--- src/hdl/wfm_pkg.sv ---
`timescale 1ns / 1ps
// ----------------------------------------------------------------------------
// wfm_pkg
// shared constants, types and codes of the windowed median filter
// ----------------------------------------------------------------------------
package wfm_pkg;

  localparam int MAX_WINDOW  = 9;
  localparam int MAX_COLS    = 2048;
  localparam int PIXEL_BITS  = 16;
  localparam int ROW_LIMIT   = 4096;

  localparam int STORE_ROWS  = MAX_WINDOW + 1;
  localparam int SLOT_W      = $clog2(STORE_ROWS);
  localparam int COL_W       = $clog2(MAX_COLS);
  localparam int ROW_W       = $clog2(ROW_LIMIT);
  localparam int STORE_DEPTH = STORE_ROWS * MAX_COLS;
  localparam int ADDR_W      = SLOT_W + COL_W;
  localparam int NUM_CELLS   = MAX_WINDOW * MAX_WINDOW;
  localparam int CNT_W       = $clog2(NUM_CELLS + 1);
  localparam int WIN_W       = $clog2(MAX_WINDOW + 1);
  localparam int OFS_W       = WIN_W + 1;

  localparam logic [1:0] SHAPE_RECT  = 2'd0;
  localparam logic [1:0] SHAPE_CROSS = 2'd1;
  localparam logic [1:0] SHAPE_X     = 2'd2;

  typedef enum logic [2:0] {
    REG_SHAPE  = 3'd0,
    REG_WROWS  = 3'd1,
    REG_WCOLS  = 3'd2,
    REG_IROWS  = 3'd3,
    REG_ICOLS  = 3'd4
  } reg_idx_e;

  typedef enum logic [5:0] {
    S_IDLE   = 6'b000001,
    S_CHECK  = 6'b000010,
    S_SCAN   = 6'b000100,
    S_DRAIN  = 6'b001000,
    S_SELECT = 6'b010000,
    S_EMIT   = 6'b100000
  } state_e;

  typedef struct packed {
    logic clr;
    logic ins;
    logic shl;
  } cell_ctl_t;

endpackage

--- src/hdl/wfm_cell.sv ---
`timescale 1ns / 1ps
// ----------------------------------------------------------------------------
// wfm_cell
// one slot of the insertion sorting chain
// ----------------------------------------------------------------------------
module wfm_cell
  import wfm_pkg::*;
(
  input  logic                  clk_i,
  input  logic                  rst_ni,
  input  cell_ctl_t             ctl_i,
  input  logic [PIXEL_BITS-1:0] x_i,
  input  logic [PIXEL_BITS-1:0] left_v_i,
  input  logic                  left_vld_i,
  input  logic                  left_gt_i,
  input  logic [PIXEL_BITS-1:0] right_v_i,
  input  logic                  right_vld_i,
  output logic [PIXEL_BITS-1:0] v_o,
  output logic                  vld_o,
  output logic                  gt_o
);

  logic [PIXEL_BITS-1:0] v_q;
  logic                  vld_q;

  // empty slots count as larger than any sample
  assign gt_o  = !vld_q || (x_i < v_q);
  assign v_o   = v_q;
  assign vld_o = vld_q;

  always_ff @(posedge clk_i or negedge rst_ni) begin
    if (!rst_ni) begin
      vld_q <= 1'b0;
    end else if (ctl_i.clr) begin
      vld_q <= 1'b0;
    end else if (ctl_i.ins && gt_o) begin
      vld_q <= left_gt_i ? left_vld_i : 1'b1;
    end else if (ctl_i.shl) begin
      vld_q <= right_vld_i;
    end
  end

  always_ff @(posedge clk_i) begin
    if (ctl_i.ins && gt_o) begin
      v_q <= left_gt_i ? left_v_i : x_i;
    end else if (ctl_i.shl) begin
      v_q <= right_v_i;
    end
  end

endmodule

--- src/hdl/wfm_sorter.sv ---
`timescale 1ns / 1ps
// ----------------------------------------------------------------------------
// wfm_sorter
// chain of cells kept in ascending order, shifts toward the head on demand
// ----------------------------------------------------------------------------
module wfm_sorter
  import wfm_pkg::*;
(
  input  logic                  clk_i,
  input  logic                  rst_ni,
  input  cell_ctl_t             ctl_i,
  input  logic [PIXEL_BITS-1:0] x_i,
  output logic [PIXEL_BITS-1:0] head_o
);

  logic [PIXEL_BITS-1:0] v   [NUM_CELLS];
  logic                  vld [NUM_CELLS];
  logic                  gt  [NUM_CELLS];

  for (genvar i = 0; i < NUM_CELLS; i++) begin : g_cell
    logic [PIXEL_BITS-1:0] lv, rv;
    logic                  lvld, lgt, rvld;
    if (i == 0) begin : g_head
      assign lv   = '0;
      assign lvld = 1'b0;
      assign lgt  = 1'b0;
    end else begin : g_mid
      assign lv   = v[i-1];
      assign lvld = vld[i-1];
      assign lgt  = gt[i-1];
    end
    if (i == NUM_CELLS - 1) begin : g_tail
      assign rv   = '0;
      assign rvld = 1'b0;
    end else begin : g_body
      assign rv   = v[i+1];
      assign rvld = vld[i+1];
    end
    wfm_cell u_cell (
      .clk_i       (clk_i),
      .rst_ni      (rst_ni),
      .ctl_i       (ctl_i),
      .x_i         (x_i),
      .left_v_i    (lv),
      .left_vld_i  (lvld),
      .left_gt_i   (lgt),
      .right_v_i   (rv),
      .right_vld_i (rvld),
      .v_o         (v[i]),
      .vld_o       (vld[i]),
      .gt_o        (gt[i])
    );
  end

  assign head_o = v[0];

endmodule

--- config.mk ---
export PLATFORM = sky130hd
export DESIGN_NAME = wfm_sorter
export DESIGN_NICKNAME = d
export VERILOG_FILES = /design/src/hdl/wfm_pkg.sv /design/src/hdl/wfm_cell.sv /design/src/hdl/wfm_sorter.sv
export SDC_FILE = /design/constraint.sdc
export NUM_CORES = 2
export LEC_CHECK = 0
export BUFFER_PORTS_ARGS = -buffer_cell sky130_fd_sc_hd__buf_2
export CAP_MARGIN = 25
export CORE_MARGIN = 2
export CORE_UTILIZATION = 34
export DETAILED_ROUTE_END_ITERATION = 10
export MAX_ROUTING_LAYER = met4
export PLACE_DENSITY = 0.54
export SLEW_MARGIN = 15
export SYNTH_ARGS = -nofsm -noshare
export SYNTH_HDL_FRONTEND = slang
export SYNTH_HIERARCHICAL = 1
export SYNTH_SLANG_ARGS = --single-unit
--- constraint.sdc ---
create_clock -name clk_i -period 4.3 [get_ports clk_i]
set_clock_uncertainty 0.05 [all_clocks]
set_input_delay 0.43 -clock clk_i [delete_from_list [all_inputs] [get_ports clk_i]]
set_output_delay 0.43 -clock clk_i [all_outputs]
set_load 0.01 [all_outputs]
### Yosys cells after proc, flatten, opt, wreduce, memory -nomap -nowiden

Cells that the tools add are included.

* output and inout port bits: 16
* register bits after elaboration: 1377
* logic and storage cells: 1213
* input bits: 21

* multiplexer cells: 565
* $lt $le $gt $ge: 81
* reductions and logical operators: 405

Operators with widths (count)
* 16-bit two-way mux: 242
* 16-bit less-than comparator: 81
* 1-bit two-way mux: 323
* 3-bit nonzero test: 81
* 2-bit nonzero test: 81
* 1-bit logical AND: 81
* 1-bit logical NOT: 81
* 1-bit logical OR: 81

### Logic depth before layout (Yosys ltp)

* depth in word-level cells: 5
* gate-level depth with buffers: 12
* mapped depth without buffers: 11

### Cells and area by module

Netlist, hierarchy kept.

By module, submodules not included
* wfm_cell at g_cell[0].u_cell ...: times used 74, sequential area each 505.5 um^2, cells each 121, area each 1430.1 um^2
* wfm_cell at g_cell[77].u_cell ...: times used 7, sequential area each 505.5 um^2, cells each 121, area each 1407.6 um^2
* wfm_sorter: times used 1, sequential area each 0.0 um^2, cells each 1, area each 3.8 um^2

### Least setup slack after synthesis

Ideal clock, no wire load.

* path kind: input to register
* from: input x_i[15]
* to: register g_cell[78].u_cell.v_q[10] (data pin)
* data arrival time: 2802 ps
* path slack: 1187 ps
* library setup time: 260 ps
* required time: 3990 ps
* path buffers: 2
* stages on the path: 10
* path through: ha_1 > nand4_1 > or3_1 > or4_4 > nand3_1 > nand2_1 > clkbuf_1 > clkbuf_1 > mux2_2 > mux2_4

* cells in the longest elaborated chain, start to end: 4
* elaborated cells between the ends (all ways): 7
* classes of those cells: order compare: 2; mux: 2; reduce/logical: 3

Ends and longest elaborated chain
* from (decl): line wfm_sorter.sv:12 `input logic [PIXEL_BITS-1:0] x_i,`
* 16-bit less-than comparator: line wfm_cell.sv:27 `assign gt_o = !vld_q || (x_i < v_q);`
* 1-bit logical OR: line wfm_cell.sv:27
* net g_cell[78].lgt: line wfm_sorter.sv:22 `logic lvld, lgt, rvld;`
* 16-bit two-way mux: line wfm_cell.sv:45 `v_q <= left_gt_i ? left_v_i : x_i;`
* 16-bit two-way mux: line wfm_cell.sv:44 `if (ctl_i.ins && gt_o) begin`
* to (signal assigned): line wfm_cell.sv:45
* to (signal assigned): line wfm_cell.sv:47 `v_q <= right_v_i;`
* to (decl): line wfm_cell.sv:23 `logic [PIXEL_BITS-1:0] v_q;`

The timed path passes the listed nets, and every way through them passes these cells.
A chain may end at the register's enable or synchronous reset.

### Worst setup path after layout

* from: register g_cell[77].u_cell.v_q[15]
* to: register g_cell[78].u_cell.v_q[7] (data pin)

* cells in the longest elaborated chain, start to end: 4

Ends and longest elaborated chain (line)
* from (decl): wfm_cell.sv:23
* from (signal assigned): wfm_cell.sv:45
* from (signal assigned): wfm_cell.sv:47
* 16-bit less-than comparator: wfm_cell.sv:27
* 1-bit logical OR: wfm_cell.sv:27
* net g_cell[78].lgt: wfm_sorter.sv:22
* 16-bit two-way mux: wfm_cell.sv:45
* 16-bit two-way mux: wfm_cell.sv:44

The timed path passes the listed nets, and every way through them passes these cells.

==> out/metrics.yaml <==
status: "finished clean"
post_drt_wl_per_cell_um: 21.7
wl_um: 323000
reg2reg_depth: 9
worst_setup_path_start_kind: "register"
yosys_warnings: 6
rrSetupSlack_ns: 0.68
core_area_um2: 339000
die_x_um: 587
finalSetupViolCount: 0
nNetsFinal: 11423
syn-instance-count: 9801
setup_tns_ns: 0
grt_overflow: 0
worst_ep_arrival_time_ns: 4.18
io_pins: 37
worst_pin_slew_ns: 1.00
cts_buffer_depth: 4
path_clk_slew_ns: 0.06
pwr-share-seq_pct: 35.6
area_delta_synth_final_pct: 11.5
row_count: 214
grt_pass1_wl_um: 497000
clkPwrFrac_pct: 16.3
ant_nets: 0
power_per_cell_area_nw_per_um2: 713
cts_resized: 0
fillers: 32792
drtIter0Drc: 4550
dp_slack_ns: 0.309
hpwl_um: 242000
drv_slew: 0
place.gp.congestion: 0.871
p_sw_uw: 33700
grt_max_degree: 82
crit_path_end_kind: "register"
power.internal_uw: 58200
syn_avg_cell_area_um2: 11.8
rsz0062_at_grt: "no"
viasPerCell: 5.29
grt_pass1_vias: 82245
dieArea_um2: 345000
syn-cell-area_um2: 116000
ir_drop_mv: 0.400
cts_root_buf: "clkbuf_16"
cts_tree: "built"
worstSetupPathType: "register to register"
h-tree-depth: 4
fin_crit_ns: 3.62
hold_violations: 0
initial_utilization_pct: 34.1
final.setup.worst_slack_ns: 0.679
antenna_found_initial: 12
cp_max_fo: 17
final_layout_size_suffix_gt1_share_pct: 36.7
drc: 0
portBuffers: 36
clock-sinks: 1377
max_freq_ghz: 0.276
dr_total_vias: 78562
maxCapViolations: 0
r2r-end: "g_cell[78].u_cell/v_o[7]"
r2r_start: "g_cell[77].u_cell/v_o[15]"
max_slew_margin_pct: 33.2
pwr-share-comb_pct: 48.1
required_ns: 4.86
grt_usage_pct: 18.7
cts-buffers-inserted: 183
setup.worst_path.start: "g_cell[77].u_cell/v_o[15]"
finalCritPeriodShare_pct: 84.2
die_h_um: 587
post-cts-setup-buffers: 0
swShare_pct: 36.7
leakage_uw: 0.0551
hp-class: "input port to async pin"
insertion_delay_ns: 0.86
firstDrtPassIters: 6
[flip-flops by register name, summed over array words and instances, names as in the netlist]
name                 count
g_cell.u_cell/v_o     1296
g_cell.u_cell/vld_o     81
[cell type report]
cell class                      instances  area, µm²  share of cell area, %
Multi-Input combinational cell       6831      67400                   52.3
Sequential cell                      1377      40900                   31.8
Tap cell                             4536       5680                   4.40
Inverter                             1384       5190                   4.03
Clock buffer                          219       4820                   3.74
Timing Repair Buffer                  410       4010                   3.11
Clock inverter                         99        848                  0.658
Antenna cell                            2       5.00                0.00388
[repair_timing]
| item | CTS | global route |
|---|---|---|
| endpoints found under the setup margin | 0 | 0 |
| endpoints found under the hold margin | 49 | 0 |
| hold buffers | 1 | 0 |
[through the flow]
stage	util [%]	power [µW]	hold WS (ns)	cell area, µm²	std cells
6_report	38.0	91900	0.0584	129000	14858
5_1_grt	38.0	98100	0.104	129000	14857
4_1_cts	38.0	92500	0.0445	129000	14856
3_5_place_dp	36.3	77000	0.391	123000	14537
3_3_place_gp	36.3	75200	0.388	123000	14537
2_1_floorplan	-	64500	0.0844	116000	9835
[power groups by stage]
stage | registers, µW | logic [µW] | clock network [µW]
floorplan | 28200 | 36300 | 0
global placement | 32900 | 42300 | 0
detailed placement | 32900 | 44000 | 0
CTS | 32700 | 44300 | 15500
global route | 33500 | 48700 | 15900
finish | 32700 | 44200 | 15000
[how the worst max path moves through the flow]
stage	endpoint	slack, ns	depth (start not counted)
finish	g_cell[78].u_cell/v_o[7]	0.68	9
global route	g_cell[78].u_cell/v_o[8]	0.56	9
CTS	g_cell[78].u_cell/v_o[13]	0.71	9
detailed placement	g_cell[5].u_cell/v_o[7]	0.31	10
global placement	g_cell[79].u_cell/v_o[7]	0.32	9
floorplan	g_cell[78].u_cell/v_o[10]	1.19	10
[worst max-delay path: stages, from the launching register on]
cell and delay (ns):
edfxtp_1 0.44, inv_1 0.07, ha_1 0.31, nand4_1 0.19, or3_1 0.42, or4_4 0.47
nand3_1 0.14, nand2_1 0.51, mux2_2 0.50, mux2_4 0.27
[per-layer routing]
layer / share of wire (%) / vias up / global-route usage [%] / wire length, µm
li1: - / 37200 / - / -
met1: 44 / 39379 / 23.0 / 142000
met2: 50 / 1470 / 32.2 / 160000
met3: 3.4 / 513 / 1.66 / 11100
met4: 3.0 / 0 / 5.75 / 9600
met5: 0 / - / - / 0
[layout by cell type (no fill, tap or decap), types with 15 or more instances in the layout]
| cell type | instances |
|---|---|
| nor4_2 | 74 |
| mux2_2 | 1863 |
| nand4_2 | 74 |
| nor4_1 | 74 |
| nor2_1 | 176 |
| a2111o_1 | 74 |
| a21oi_1 | 331 |
| bufinv_16 | 15 |
| inv_1 | 1384 |
| nand3_1 | 229 |
| buf_2 | 16 |
| o211ai_1 | 74 |
| nor2b_1 | 81 |
| clkbuf_1 | 28 |
| o21ai_0 | 317 |
| nand3_2 | 74 |
| buf_12 | 68 |
| nand4_1 | 95 |
| mux2_4 | 729 |
| nor3_1 | 162 |
| a211oi_1 | 74 |
| ha_1 | 1215 |
| a31o_2 | 74 |
| nand2b_1 | 88 |
| nand2_1 | 559 |
| clkinv_1 | 40 |
| edfxtp_1 | 1296 |
| a32oi_4 | 81 |
| clkinv_2 | 36 |
| nor3_2 | 148 |
| conb_1 | 35 |
| mux2i_1 | 74 |
| clkbuf_8 | 21 |
| clkbuf_16 | 185 |
| dfrtp_1 | 81 |
| buf_4 | 306 |
No activity file was read; power rests on OpenSTA's default activity.
